File: src/hdl/icfd_pkg.sv
// icfd_pkg: shared types, codes and helpers of the instruction class and field decoder
// no dependencies; used by every stage module and by the top level

package icfd_pkg;

   // instruction classes as reported on the result channel
   typedef enum logic [2:0] {
      CLASS_BRANCH    = 3'd0,
      CLASS_MULTIPLY  = 3'd1,
      CLASS_SWI       = 3'd2,
      CLASS_DATA_PROC = 3'd3,
      CLASS_SINGLE    = 3'd4,
      CLASS_BLOCK     = 3'd5,
      CLASS_UNKNOWN   = 3'd6
   } class_type;

   // second operand forms
   typedef enum logic [1:0] {
      FORM_PLAIN     = 2'd0,
      FORM_IMM_SHIFT = 2'd1,
      FORM_REG_SHIFT = 2'd2,
      FORM_IMMEDIATE = 2'd3
   } form_type;

   // major opcode groups, bits 27..25
   localparam logic [2:0] GRP_DP_REG     = 3'd0;
   localparam logic [2:0] GRP_DP_IMM     = 3'd1;
   localparam logic [2:0] GRP_SINGLE_IMM = 3'd2;
   localparam logic [2:0] GRP_SINGLE_REG = 3'd3;
   localparam logic [2:0] GRP_BLOCK      = 3'd4;
   localparam logic [2:0] GRP_BRANCH     = 3'd5;

   localparam logic [31:0] MUL_MASK   = 32'h0fc000f0;
   localparam logic [31:0] MUL_MATCH  = 32'h00000090;
   localparam logic [31:0] SWI_MASK   = 32'h0f000000;
   localparam logic [31:0] SHIFT_MASK = 32'h00000ff0;

   // compare group tst/teq/cmp/cmn: opcode bits 3..2
   localparam logic [1:0]  OPC_COMPARE_GRP = 2'b10;
   localparam logic [3:0]  REG_PC          = 4'hf;
   localparam logic [31:0] PIPE_OFFSET     = 32'd8;

   // stage 1 -> stage 2
   typedef struct packed {
      logic [31:0] addr;
      logic [31:0] word;
      class_type   iclass;
      logic [3:0]  pop_lo;
      logic [3:0]  pop_hi;
   } s1_type;

   // stage 2 -> stage 3
   typedef struct packed {
      class_type   iclass;
      logic [3:0]  cond;
      logic [3:0]  operation;
      logic [3:0]  modifier;
      logic [3:0]  dest;
      logic [3:0]  base;
      logic [3:0]  second;
      logic [3:0]  shift_reg;
      form_type    form;
      logic [1:0]  stype;
      logic [31:0] target;
      logic [31:0] imm_rot;
      logic [4:0]  shamt;
      logic [4:0]  count;
      logic [23:0] low_word;
   } s2_type;

   // result transaction fields
   typedef struct packed {
      class_type   iclass;
      logic [3:0]  cond;
      logic [3:0]  operation;
      logic [3:0]  modifier;
      logic [3:0]  dest;
      logic [3:0]  base;
      logic [3:0]  second;
      logic [3:0]  shift_reg;
      form_type    form;
      logic [1:0]  stype;
      logic [31:0] value;
      logic [4:0]  count;
   } rsp_type;

   function automatic logic [3:0] popcount8(input logic [7:0] v);
      logic [3:0] n;
      n = 4'd0;
      for (int i = 0; i < 8; i++) begin
         n = n + {3'd0, v[i]};
      end
      return n;
   endfunction

endpackage

File: src/hdl/icfd_classify.sv
// icfd_classify: stage 1, sorts the instruction word into its class and counts list halves
// depends on icfd_pkg

module icfd_classify (
   input  logic                clock,
   input  logic                reset,
   input  logic                up_valid,
   output logic                up_ready,
   input  logic [31:0]         addr,
   input  logic [31:0]         word,
   output logic                dn_valid,
   input  logic                dn_ready,
   output icfd_pkg::s1_type    dn_data
);

   logic             valid_ff, valid_in;
   icfd_pkg::s1_type data_ff, data_in;
   logic [2:0]       grp;

   assign up_ready = !valid_ff || dn_ready;
   assign grp      = word[27:25];

   always_comb begin
      data_in.addr   = addr;
      data_in.word   = word;
      data_in.pop_lo = icfd_pkg::popcount8(word[7:0]);
      data_in.pop_hi = icfd_pkg::popcount8(word[15:8]);
      // priority: branch, multiply, swi, data processing, single, block
      if (grp == icfd_pkg::GRP_BRANCH) begin
         data_in.iclass = icfd_pkg::CLASS_BRANCH;
      end else if ((word & icfd_pkg::MUL_MASK) == icfd_pkg::MUL_MATCH) begin
         data_in.iclass = icfd_pkg::CLASS_MULTIPLY;
      end else if ((word & icfd_pkg::SWI_MASK) == icfd_pkg::SWI_MASK) begin
         data_in.iclass = icfd_pkg::CLASS_SWI;
      end else if (grp == icfd_pkg::GRP_DP_REG || grp == icfd_pkg::GRP_DP_IMM) begin
         data_in.iclass = icfd_pkg::CLASS_DATA_PROC;
      end else if (grp == icfd_pkg::GRP_SINGLE_IMM || grp == icfd_pkg::GRP_SINGLE_REG) begin
         data_in.iclass = icfd_pkg::CLASS_SINGLE;
      end else if (grp == icfd_pkg::GRP_BLOCK) begin
         data_in.iclass = icfd_pkg::CLASS_BLOCK;
      end else begin
         data_in.iclass = icfd_pkg::CLASS_UNKNOWN;
      end
   end

   assign valid_in = up_ready ? up_valid : valid_ff;

   always_ff @(posedge clock) begin
      if (reset) begin
         valid_ff <= 1'b0;
      end else begin
         valid_ff <= valid_in;
      end
   end

   always_ff @(posedge clock) begin
      if (up_valid && up_ready) begin
         data_ff <= data_in;
      end
   end

   assign dn_valid = valid_ff;
   assign dn_data  = data_ff;

endmodule

File: src/hdl/icfd_extract.sv
// icfd_extract: stage 2, pulls the per-class fields and computes target, immediate and count
// depends on icfd_pkg

module icfd_extract (
   input  logic                clock,
   input  logic                reset,
   input  logic                up_valid,
   output logic                up_ready,
   input  icfd_pkg::s1_type    up_data,
   output logic                dn_valid,
   input  logic                dn_ready,
   output icfd_pkg::s2_type    dn_data
);

   logic             valid_ff, valid_in;
   icfd_pkg::s2_type data_ff, data_in;
   logic [31:0]      w;
   logic [63:0]      rot_wide;
   logic [31:0]      off_ext;

   assign up_ready = !valid_ff || dn_ready;
   assign w        = up_data.word;

   // rotate right by twice bits 11..8
   assign rot_wide = {24'd0, w[7:0], 24'd0, w[7:0]} >> {w[11:8], 1'b0};
   assign off_ext  = {{6{w[23]}}, w[23:0], 2'b00};

   always_comb begin
      data_in           = '0;
      data_in.iclass    = up_data.iclass;
      data_in.cond      = w[31:28];
      data_in.target    = up_data.addr + icfd_pkg::PIPE_OFFSET + off_ext;
      data_in.imm_rot   = rot_wide[31:0];
      data_in.shamt     = w[11:7];
      data_in.count     = {1'b0, up_data.pop_lo} + {1'b0, up_data.pop_hi};
      data_in.low_word  = w[23:0];
      data_in.form      = icfd_pkg::FORM_PLAIN;
      unique case (up_data.iclass)
         icfd_pkg::CLASS_BRANCH: begin
            data_in.operation = {3'd0, w[24]};
         end
         icfd_pkg::CLASS_MULTIPLY: begin
            data_in.operation = {3'd0, w[21]};
            data_in.modifier  = {3'd0, w[20]};
            data_in.dest      = w[19:16];
            data_in.base      = w[15:12];
            data_in.second    = w[3:0];
            data_in.shift_reg = w[11:8];
         end
         icfd_pkg::CLASS_DATA_PROC: begin
            data_in.operation = w[24:21];
            data_in.modifier  = {(w[24:23] == icfd_pkg::OPC_COMPARE_GRP)
                                 && (w[15:12] == icfd_pkg::REG_PC), 2'b00, w[20]};
            data_in.dest      = w[15:12];
            data_in.base      = w[19:16];
         end
         icfd_pkg::CLASS_SINGLE: begin
            data_in.operation = {3'd0, w[20]};
            data_in.modifier  = {1'b0, w[21], w[22], 1'b0};
            data_in.dest      = w[15:12];
            data_in.base      = w[19:16];
         end
         icfd_pkg::CLASS_BLOCK: begin
            data_in.operation = {1'b0, w[20], w[24:23]};
            data_in.modifier  = {w[22], w[21], 2'b00};
            data_in.base      = w[19:16];
         end
         default: begin
         end
      endcase

      // register operand: immediate group bit 25 set for dp, clear for single
      if ((up_data.iclass == icfd_pkg::CLASS_DATA_PROC && w[25]) ) begin
         data_in.form = icfd_pkg::FORM_IMMEDIATE;
      end else if ((up_data.iclass == icfd_pkg::CLASS_DATA_PROC && !w[25])
                   || (up_data.iclass == icfd_pkg::CLASS_SINGLE && w[25])) begin
         data_in.second = w[3:0];
         if ((w & icfd_pkg::SHIFT_MASK) != '0) begin
            data_in.stype = w[6:5];
            if (w[4]) begin
               data_in.form      = icfd_pkg::FORM_REG_SHIFT;
               data_in.shift_reg = w[11:8];
            end else begin
               data_in.form = icfd_pkg::FORM_IMM_SHIFT;
            end
         end
      end
   end

   assign valid_in = up_ready ? up_valid : valid_ff;

   always_ff @(posedge clock) begin
      if (reset) begin
         valid_ff <= 1'b0;
      end else begin
         valid_ff <= valid_in;
      end
   end

   always_ff @(posedge clock) begin
      if (up_valid && up_ready) begin
         data_ff <= data_in;
      end
   end

   assign dn_valid = valid_ff;
   assign dn_data  = data_ff;

endmodule

File: src/hdl/icfd_format.sv
// icfd_format: stage 3, selects the value field and holds the result output register
// depends on icfd_pkg

module icfd_format (
   input  logic                clock,
   input  logic                reset,
   input  logic                up_valid,
   output logic                up_ready,
   input  icfd_pkg::s2_type    up_data,
   output logic                dn_valid,
   input  logic                dn_ready,
   output icfd_pkg::rsp_type   dn_data
);

   logic              valid_ff, valid_in;
   icfd_pkg::rsp_type data_ff, data_in;

   assign up_ready = !valid_ff || dn_ready;

   always_comb begin
      data_in.iclass    = up_data.iclass;
      data_in.cond      = up_data.cond;
      data_in.operation = up_data.operation;
      data_in.modifier  = up_data.modifier;
      data_in.dest      = up_data.dest;
      data_in.base      = up_data.base;
      data_in.second    = up_data.second;
      data_in.shift_reg = up_data.shift_reg;
      data_in.form      = up_data.form;
      data_in.stype     = up_data.stype;
      data_in.value     = '0;
      data_in.count     = '0;
      unique case (up_data.iclass)
         icfd_pkg::CLASS_BRANCH: begin
            data_in.value = up_data.target;
         end
         icfd_pkg::CLASS_SWI: begin
            data_in.value = {8'd0, up_data.low_word};
         end
         icfd_pkg::CLASS_DATA_PROC, icfd_pkg::CLASS_SINGLE: begin
            if (up_data.form == icfd_pkg::FORM_IMMEDIATE) begin
               data_in.value = up_data.imm_rot;
            end else if (up_data.form == icfd_pkg::FORM_IMM_SHIFT) begin
               data_in.value = {27'd0, up_data.shamt};
            end
         end
         icfd_pkg::CLASS_BLOCK: begin
            data_in.value = {16'd0, up_data.low_word[15:0]};
            data_in.count = up_data.count;
         end
         default: begin
         end
      endcase
   end

   assign valid_in = up_ready ? up_valid : valid_ff;

   always_ff @(posedge clock) begin
      if (reset) begin
         valid_ff <= 1'b0;
      end else begin
         valid_ff <= valid_in;
      end
   end

   always_ff @(posedge clock) begin
      if (up_valid && up_ready) begin
         data_ff <= data_in;
      end
   end

   assign dn_valid = valid_ff;
   assign dn_data  = data_ff;

endmodule

File: src/hdl/instruction_class_field_decoder.sv
// instruction_class_field_decoder: top level, three-stage instruction class and field decoder
// depends on icfd_pkg, icfd_classify, icfd_extract, icfd_format
// an accepted req transaction passes the classify, extract and format registers before it leaves
// throughput: one transaction per cycle while rsp is ready, three stages and no shared unit
// each stage holds its word under rsp backpressure and still accepts when it empties
// reset: synchronous, active high, clears every stage valid bit; payload registers keep data

module instruction_class_field_decoder (
   input  logic        clock,
   input  logic        reset,
   // input channel
   input  logic        req_tvalid,
   output logic        req_tready,
   input  logic [63:0] req_tdata,    // fetch_address[31:0], instruction_word[63:32]
   // result channel
   output logic        rsp_tvalid,
   input  logic        rsp_tready,
   output logic [71:0] rsp_tdata     // instr_class[2:0], cond_code[6:3], operation[10:7],
                                     // modifier_flags[14:11], reg_dest[18:15],
                                     // reg_base[22:19], reg_second[26:23], reg_shift[30:27],
                                     // operand_form[32:31], shift_type[34:33],
                                     // value_out[66:35], register_count[71:67]
);

   // stage handshakes
   logic              s1_valid, s1_ready;
   logic              s2_valid, s2_ready;
   icfd_pkg::s1_type  s1_data;
   icfd_pkg::s2_type  s2_data;
   icfd_pkg::rsp_type rsp;

   // stage 1: class decode and register list half counts
   icfd_classify u_classify (
      .clock    (clock),
      .reset    (reset),
      .up_valid (req_tvalid),
      .up_ready (req_tready),
      .addr     (req_tdata[31:0]),
      .word     (req_tdata[63:32]),
      .dn_valid (s1_valid),
      .dn_ready (s1_ready),
      .dn_data  (s1_data)
   );

   // stage 2: field extraction, branch target add, immediate rotate
   icfd_extract u_extract (
      .clock    (clock),
      .reset    (reset),
      .up_valid (s1_valid),
      .up_ready (s1_ready),
      .up_data  (s1_data),
      .dn_valid (s2_valid),
      .dn_ready (s2_ready),
      .dn_data  (s2_data)
   );

   // stage 3: value selection into the output register
   icfd_format u_format (
      .clock    (clock),
      .reset    (reset),
      .up_valid (s2_valid),
      .up_ready (s2_ready),
      .up_data  (s2_data),
      .dn_valid (rsp_tvalid),
      .dn_ready (rsp_tready),
      .dn_data  (rsp)
   );

   // pack result fields, class in the lowest bits, count in the highest
   assign rsp_tdata = {rsp.count, rsp.value, rsp.stype, rsp.form, rsp.shift_reg,
                       rsp.second, rsp.base, rsp.dest, rsp.modifier, rsp.operation,
                       rsp.cond, rsp.iclass};

   // unknown words carry only the condition field
   assert property (@(posedge clock) disable iff (reset)
      (rsp_tvalid && rsp.iclass == icfd_pkg::CLASS_UNKNOWN) |->
      (rsp_tdata[71:7] == '0))
   else $error("unknown class with nonzero fields");

   // a register count appears only on block transfers and never exceeds sixteen
   assert property (@(posedge clock) disable iff (reset)
      rsp_tvalid |-> ((rsp.iclass == icfd_pkg::CLASS_BLOCK) ? (rsp.count <= 5'd16)
                                                            : (rsp.count == '0)))
   else $error("register count outside block transfer");

   // the immediate operand form belongs to data processing only
   assert property (@(posedge clock) disable iff (reset)
      (rsp_tvalid && rsp.form == icfd_pkg::FORM_IMMEDIATE) |->
      (rsp.iclass == icfd_pkg::CLASS_DATA_PROC))
   else $error("immediate form outside data processing");

   // a stalled middle stage keeps its transaction
   assert property (@(posedge clock) disable iff (reset)
      (s2_valid && !s2_ready) |=> (s2_valid && $stable(s2_data)))
   else $error("stage 2 transaction lost under stall");

endmodule

File: config.mk
export PLATFORM = sky130hd
export DESIGN_NAME = instruction_class_field_decoder
export DESIGN_NICKNAME = d
export VERILOG_FILES = /design/src/hdl/icfd_pkg.sv /design/src/hdl/icfd_classify.sv /design/src/hdl/icfd_extract.sv /design/src/hdl/icfd_format.sv /design/src/hdl/instruction_class_field_decoder.sv
export SDC_FILE = /design/constraint.sdc
export NUM_CORES = 1
export LEC_CHECK = 0
export ABC_AREA = 1
export BUFFER_PORTS_ARGS = -buffer_cell sky130_fd_sc_hd__buf_2
export CAP_MARGIN = 30
export CORE_MARGIN = 2
export CORE_UTILIZATION = 60
export CTS_BUF_LIST = sky130_fd_sc_hd__clkbuf_4
export CTS_CLUSTER_DIAMETER = 200
export DETAILED_ROUTE_END_ITERATION = 16
export PLACE_DENSITY = 0.78
export RECOVER_POWER = 100
export SLEW_MARGIN = 20
export SYNTH_ARGS = -nofsm -noshare
export SYNTH_HDL_FRONTEND = slang
export SYNTH_HIERARCHICAL = 1
export SYNTH_SLANG_ARGS = --single-unit
File: constraint.sdc
create_clock -name clock -period 11.1 [get_ports clock]
set_input_delay 2.775 -clock clock [delete_from_list [all_inputs] [get_ports clock]]
set_output_delay 2.775 -clock clock [all_outputs]
set_load 0.01 [all_outputs]
==> flow_summary_export.csv, run 1 <==
group,metric,value,unit
placement,dpl_cell_area,14200,um2
pwr,vdd_drop_max,86.7,uV
worst_setup_path,start_kind,"input port",
worst_setup_path,reg2reg_to,"u_extract/dn_data[113]",
clock_network,cts_buffers,69,
worst_setup_path,critPathLaunch,"rsp_tready",
pwr,pwr-share-seq,52.4,%
drt,ant_nets,0,
logic_synthesis,syn-cell-area,13200,um2
global_route,track_usage,25.1,%
worst_setup_path,crit_fanout,52,
logic_synthesis,avgSynthCellArea,10.6,um2
drt,wire_per_inst,16.3,um
timing,skew,0.0327,ns
job,drv_cap,5,
timing,relSlewSlack,-156,%
timing,post-route-min-period,8.15,ns
worst_setup_path,r2r_cells,6,
floorplan,die-area,23200,um2
clock_network,tritoncts,"yes",
global_route,grt_pass1_vias,8883,
drt,num_vias,9292,
pwr,p_clk_share,33.9,%
drt,dr.pass1.iters,5,
floorplan,die-height,152,um
placement,place_congestion,0.946,
worst_setup_path,required,11.30,ns
pwr,swShare,26.3,%
drt,routed_wl,28900,um
timing,setup_violations,0,
clock_network,postCtsSetupBuffers,0,
clock_network,cts_resized,0,
global_route,grt-ovfl-total,0,
worst_setup_path,end_kind,"register",
pwr,p_int,1780,uW
pwr,p_leak,0.00657,uW
drt,drt_iter0_drc,878,
drt,vias_per_cell,5.24,
layout,multi_input_area,4060,um2
placement,preCtsSetupSlack,4.69,ns
worst_setup_path,rrSetupSlack,4.83,ns
layout,design_area,14900,um2
timing,fmax,123,MHz
layout,fillCellCount,1683,
timing,worstMarginPinSlew,3.85,ns
worst_setup_path,critical_path.endpoint,"u_extract/dn_data[113]",
layout,areaGrowthSynthToFinish,12.7,%
placement,placed_cells,1655,
floorplan,std_cell_rows,54,
clock_network,htreeDepth,3,
clock_network,cts_buffer_depth,3,
pwr,p_sw,636,uW
clock_network,cts_hold_buf,0,
timing,slew_viol_final,267,
clock_network,clkSinkCount,276,
floorplan,ios,142,
global_route,antenna_found_initial,1,
floorplan,coreArea,21700,um2
logic_synthesis,synth_warnings,6,
placement,port_buffers,141,
pwr,comb_power_share,13.7,%
pwr,power.density,162,nW/um2
timing,finalHoldViolations,0,
clock_network,clkSlewWorstSetupHoldPaths,0.07,ns
timing,setup_ws,2.95,ns
layout,seq_area,8260,um2
clock_network,clk_latency,0.66,ns
layout,drive_gt1_share,11.7,%
layout,final_cells,1773,
placement,dp_hpwl,20800,um
timing,tns,0,ns
layout,nets,1593,
worst_setup_path,cp.arrival,8.35,ns
clock_network,root_buffer,"clkbuf_4",
global_route,grt_max_degree,78,
global_route,grt_pass1_wl,45100,um
logic_synthesis,syn-num-nets,1396,
run_status,violations,"capacitance limit, slew limit",
worst_hold_path,hp-class,"reg -> reg",
floorplan,fp.dieW,152,um
logic_synthesis,syn_inst,1251,
run_status,status,"finished with violations",
worst_setup_path,r2r_start,"u_format/dn_valid",
worst_setup_path,worstSetupPathType,"in -> reg",
timing,rsz0062_at_grt,"false",
floorplan,start_util,60.9,%
timing,period_share,73.5,%
drt,drc,0,
worst min-delay path by stage:
stage,cells after the start,end,startpoint
after floorplan,0,u_extract/dn_data[126],u_classify/dn_data[39]
after global placement,0,u_format/dn_data[57],u_extract/dn_data[118]
after detailed placement,0,u_extract/dn_data[128],u_classify/dn_data[41]
after CTS,0,u_format/dn_data[52],u_extract/dn_data[113]
after global routing,0,u_format/dn_data[41],u_extract/dn_data[102]
final,0,u_format/dn_data[52],u_extract/dn_data[113]
power groups by stage:
stage | logic, uW | clock network [uW] | registers, uW
2_1_floorplan | 227 | 0 | 1280
3_3_place_gp | 320 | 0 | 1280
3_5_place_dp | 331 | 0 | 1280
4_1_cts | 334 | 846 | 1260
5_1_grt | 374 | 894 | 1270
6_report | 330 | 818 | 1260
routing by layer:
layer | GRT usage (%) | vias to the layer above | share of wire (%)
met5 | 0 | - | 0
met4 | 9.21 | 0 | 2.3
met3 | 5.26 | 57 | 7.9
met2 | 40.9 | 383 | 49
met1 | 33.7 | 4282 | 41
li1 | - | 4570 | -
critical path, stage by stage:
cell	delay [ns]
buf_2	0.07
inv_1	0.06
nand2_1	0.09
inv_1	0.09
a21oi_4	0.11
clkbuf_1	1.92
clkbuf_1	1.40
clkbuf_1	1.76
sequential cells by signal, indices dropped and copies added (netlist names):
name,count
u_extract/dn_valid,1
u_format/dn_data,72
u_classify/dn_valid,1
u_classify/dn_data,73
u_format/dn_valid,1
u_extract/dn_data,128
metrics by stage:
step	util (%)	total power [uW]	hold slack (ns)
finish	68.6	2410	0.397
global route	68.6	2540	0.420
CTS	69.5	2440	0.404
detailed placement	65.6	1610	0.405
global placement	65.5	1600	0.401
floorplan	-	1510	0.400
layout by cell type (no fill, tap or decap), types with 2 or more instances in the layout:
master and count:
nand2_1 358, edfxtp_1 273, inv_1 192, nor2_1 111
clkbuf_1 99, clkbuf_4 93, nand3_1 90, ha_1 67
buf_2 50, a21oi_1 27, o21ai_0 26, xor2_1 17
clkinv_1 12, o22ai_1 12, fa_1 10, nand4_1 6
inv_2 5, xnor2_1 5, clkinv_2 4, nand2_2 4
nor2_4 4, a21oi_4 3, dfxtp_1 3, nor2_2 3
nor3_1 3, bufinv_16 2, nand3_2 2, o31ai_1 2
layout make-up:
class                           count  area share, %
Sequential cell                   276           55.5
Inverter                          195           4.92
Tap cell                          280           2.36
Timing Repair Buffer              150           4.23
Antenna cell                        1         0.0168
Multi-Input combinational cell    756           27.3
Clock buffer                       93           4.69
Clock inverter                     22           1.00
Power figures use the tool's default switching activity.
==> run 2: changes to the inputs <==
--- a/config.mk
+++ b/config.mk
@@ -5,7 +5,7 @@
 export SDC_FILE = /design/constraint.sdc
 export NUM_CORES = 1
 export LEC_CHECK = 0
-export ABC_AREA = 1
+export ABC_AREA = 0
 export BUFFER_PORTS_ARGS = -buffer_cell sky130_fd_sc_hd__buf_2
 export CAP_MARGIN = 30
 export CORE_MARGIN = 2
==> constraint.sdc (replaced) <==
create_clock -name clock -period 8.2 [get_ports clock]
set_input_delay 2.05 -clock clock [delete_from_list [all_inputs] [get_ports clock]]
set_output_delay 2.05 -clock clock [all_outputs]
set_load 0.01 [all_outputs]
==> run 2 against run 1 <==
  * Clock skew rose by 0.0089 ns
  * Largest cell class unchanged
  * Highest routed layer unchanged
  * Utilization about the same
  * Clock-buffer cell count did not move
  * Design area down 3.4%
  * Critical path depth shrank 1
  * Power grew 38%
  * The flow still finishes with violations (capacitance limit, slew limit)
  * Non-clock buffer count fell by 2
  * Sequential share of layout area rose by 1.9 points
  * First-iteration DRC count is 22% lower
  * Synthesized cell count down 27%
  * Die area decreased by 3.2%
  * Worst hold slack better by 0.0084 ns
==> flow_summary_export.csv, run 2 <==
group,metric,value,unit
global_route,antenna_found_initial,1,
timing,worstMarginPinSlew,3.95,ns
logic_synthesis,synth_warnings,6,
layout,multi_input_area,4060,um2
drt,vias_per_cell,5.78,
pwr,p_int,2490,uW
layout,layout_commonest_cell,"edfxtp_1",
clock_network,root_buffer,"clkbuf_4",
placement,port_buffers,141,
timing,finalHoldViolations,0,
pwr,p_sw,832,uW
floorplan,coreArea,21000,um2
pwr,comb_power_share,13.0,%
layout,fillCellCount,1570,
drt,num_vias,8201,
global_route,grt_max_degree,74,
logic_synthesis,syn-num-nets,1064,
pwr,p_clk_share,35.2,%
worst_setup_path,worstSetupPathType,"in -> reg",
layout,areaGrowthSynthToFinish,12.6,%
drt,dr.pass1.iters,5,
floorplan,start_util,60.9,%
clock_network,cts_buffer_depth,3,
layout,largest_reg_flops,128,
layout,final_cells,1418,
pwr,p_leak,0.00549,uW
timing,tns,0,ns
worst_setup_path,end_kind,"register",
pwr,vdd_drop_max,122,uV
clock_network,cts_resized,0,
timing,relSlewSlack,-163,%
floorplan,fp.dieW,150,um
logic_synthesis,syn_inst,919,
floorplan,die-area,22500,um2
timing,skew,0.0416,ns
logic_synthesis,avgSynthCellArea,13.9,um2
layout,seq_area,8260,um2
pwr,pwr-share-seq,51.8,%
placement,place_congestion,0.860,
drt,routed_wl,27100,um
drt,ant_nets,0,
layout,drive_gt1_share,14.2,%
run_status,violations,"capacitance limit, slew limit",
global_route,grt_pass1_vias,7955,
clock_network,clk_latency,0.68,ns
clock_network,htreeDepth,3,
clock_network,clkSinkCount,276,
clock_network,tritoncts,"yes",
pwr,power.density,231,nW/um2
timing,rsz0062_at_grt,"false",
placement,placed_cells,1304,
worst_setup_path,cp.arrival,5.75,ns
job,drv_cap,6,
run_status,status,"finished with violations",
timing,slew_viol_final,271,
drt,wire_per_inst,19.1,um
drt,drt_iter0_drc,682,
timing,fmax,180,MHz
layout,mostFrequentLayoutCells,"273 x edfxtp_1, 98 x clkbuf_1, 93 x clkbuf_4",
worst_setup_path,crit_fanout,53,
timing,period_share,67.8,%
timing,post-route-min-period,5.56,ns
floorplan,std_cell_rows,53,
logic_synthesis,syn-cell-area,12800,um2
placement,dp_hpwl,18900,um
worst_setup_path,required,8.40,ns
floorplan,die-height,150,um
global_route,track_usage,24.4,%
clock_network,clkSlewWorstSetupHoldPaths,0.06,ns
global_route,grt-ovfl-total,0,
floorplan,ios,142,
global_route,grt_pass1_wl,41300,um
clock_network,cts_buffers,70,
clock_network,cts_hold_buf,0,
worst_hold_path,hp-class,"reg -> reg",
clock_network,postCtsSetupBuffers,0,
worst_setup_path,start_kind,"input port",
layout,nets,1247,
timing,setup_violations,0,
drt,drc,0,
timing,worst_hold_slack,0.405,ns
pwr,swShare,25.1,%
## run 2: layout make-up
class                   count  share of cell area, %
multi-input cells         553                   28.2
repair buffers            148                   4.39
clock buffers              93                   4.86
flip-flops and latches    276                   57.4
well taps                 275                   2.39
diodes                      1                 0.0174
clock inverters            19                   1.28
inverters                  53                   1.38
## run 2: per-stage QoR
| stage | util, % | setup WS (ns) | instance area (um2) | power (uW) |
|---|---|---|---|---|
| floorplan | - | 2.47 | 12800 | 2040 |
| global placement | 65.2 | 3.37 | 13700 | 2160 |
| detailed placement | 65.3 | 3.34 | 13700 | 2180 |
| CTS | 69.5 | 3.34 | 14600 | 3350 |
| global route | 68.6 | 2.21 | 14400 | 3480 |
| finish | 68.6 | 2.64 | 14400 | 3320 |
## run 2: power groups by stage
stage / clock network [uW] / registers, uW / logic [uW]
after floorplan: 0 / 1730 / 309
after global placement: 0 / 1740 / 416
after detailed placement: 0 / 1750 / 433
after CTS: 1200 / 1720 / 436
after global routing: 1270 / 1730 / 478
final: 1170 / 1720 / 431
## run 2: worst paths after layout
kind / start / slack [ns] / cells after the start / to
max: rsp_tready / 2.64 / 7 / u_classify/dn_data[47]
min: u_extract/dn_data[108] / 0.41 / 0 / u_format/dn_data[47]
max reg2reg: u_extract/dn_data[132] / 3.76 / 4 / u_format/dn_data[20]
min reg2reg: u_extract/dn_data[108] / 0.41 / 0 / u_format/dn_data[47]
## run 2: per-layer routing
metal	vias up	routed length [um]	GRT usage [%]	share of wire, %
li1	3895	-	-	-
met1	3887	11100	33.6	41
met3	51	2250	5.09	8.3
met5	-	0	0	0
met2	368	13200	38.8	49
met4	0	616	8.68	2.3
## run 2: critical path, cell delays in order
cell and delay, ns:
buf_2 0.07, nand2b_1 0.12, nand2b_1 0.15, nand2b_1 0.15, and2_0 0.14, clkbuf_1 0.98, clkbuf_1 2.03
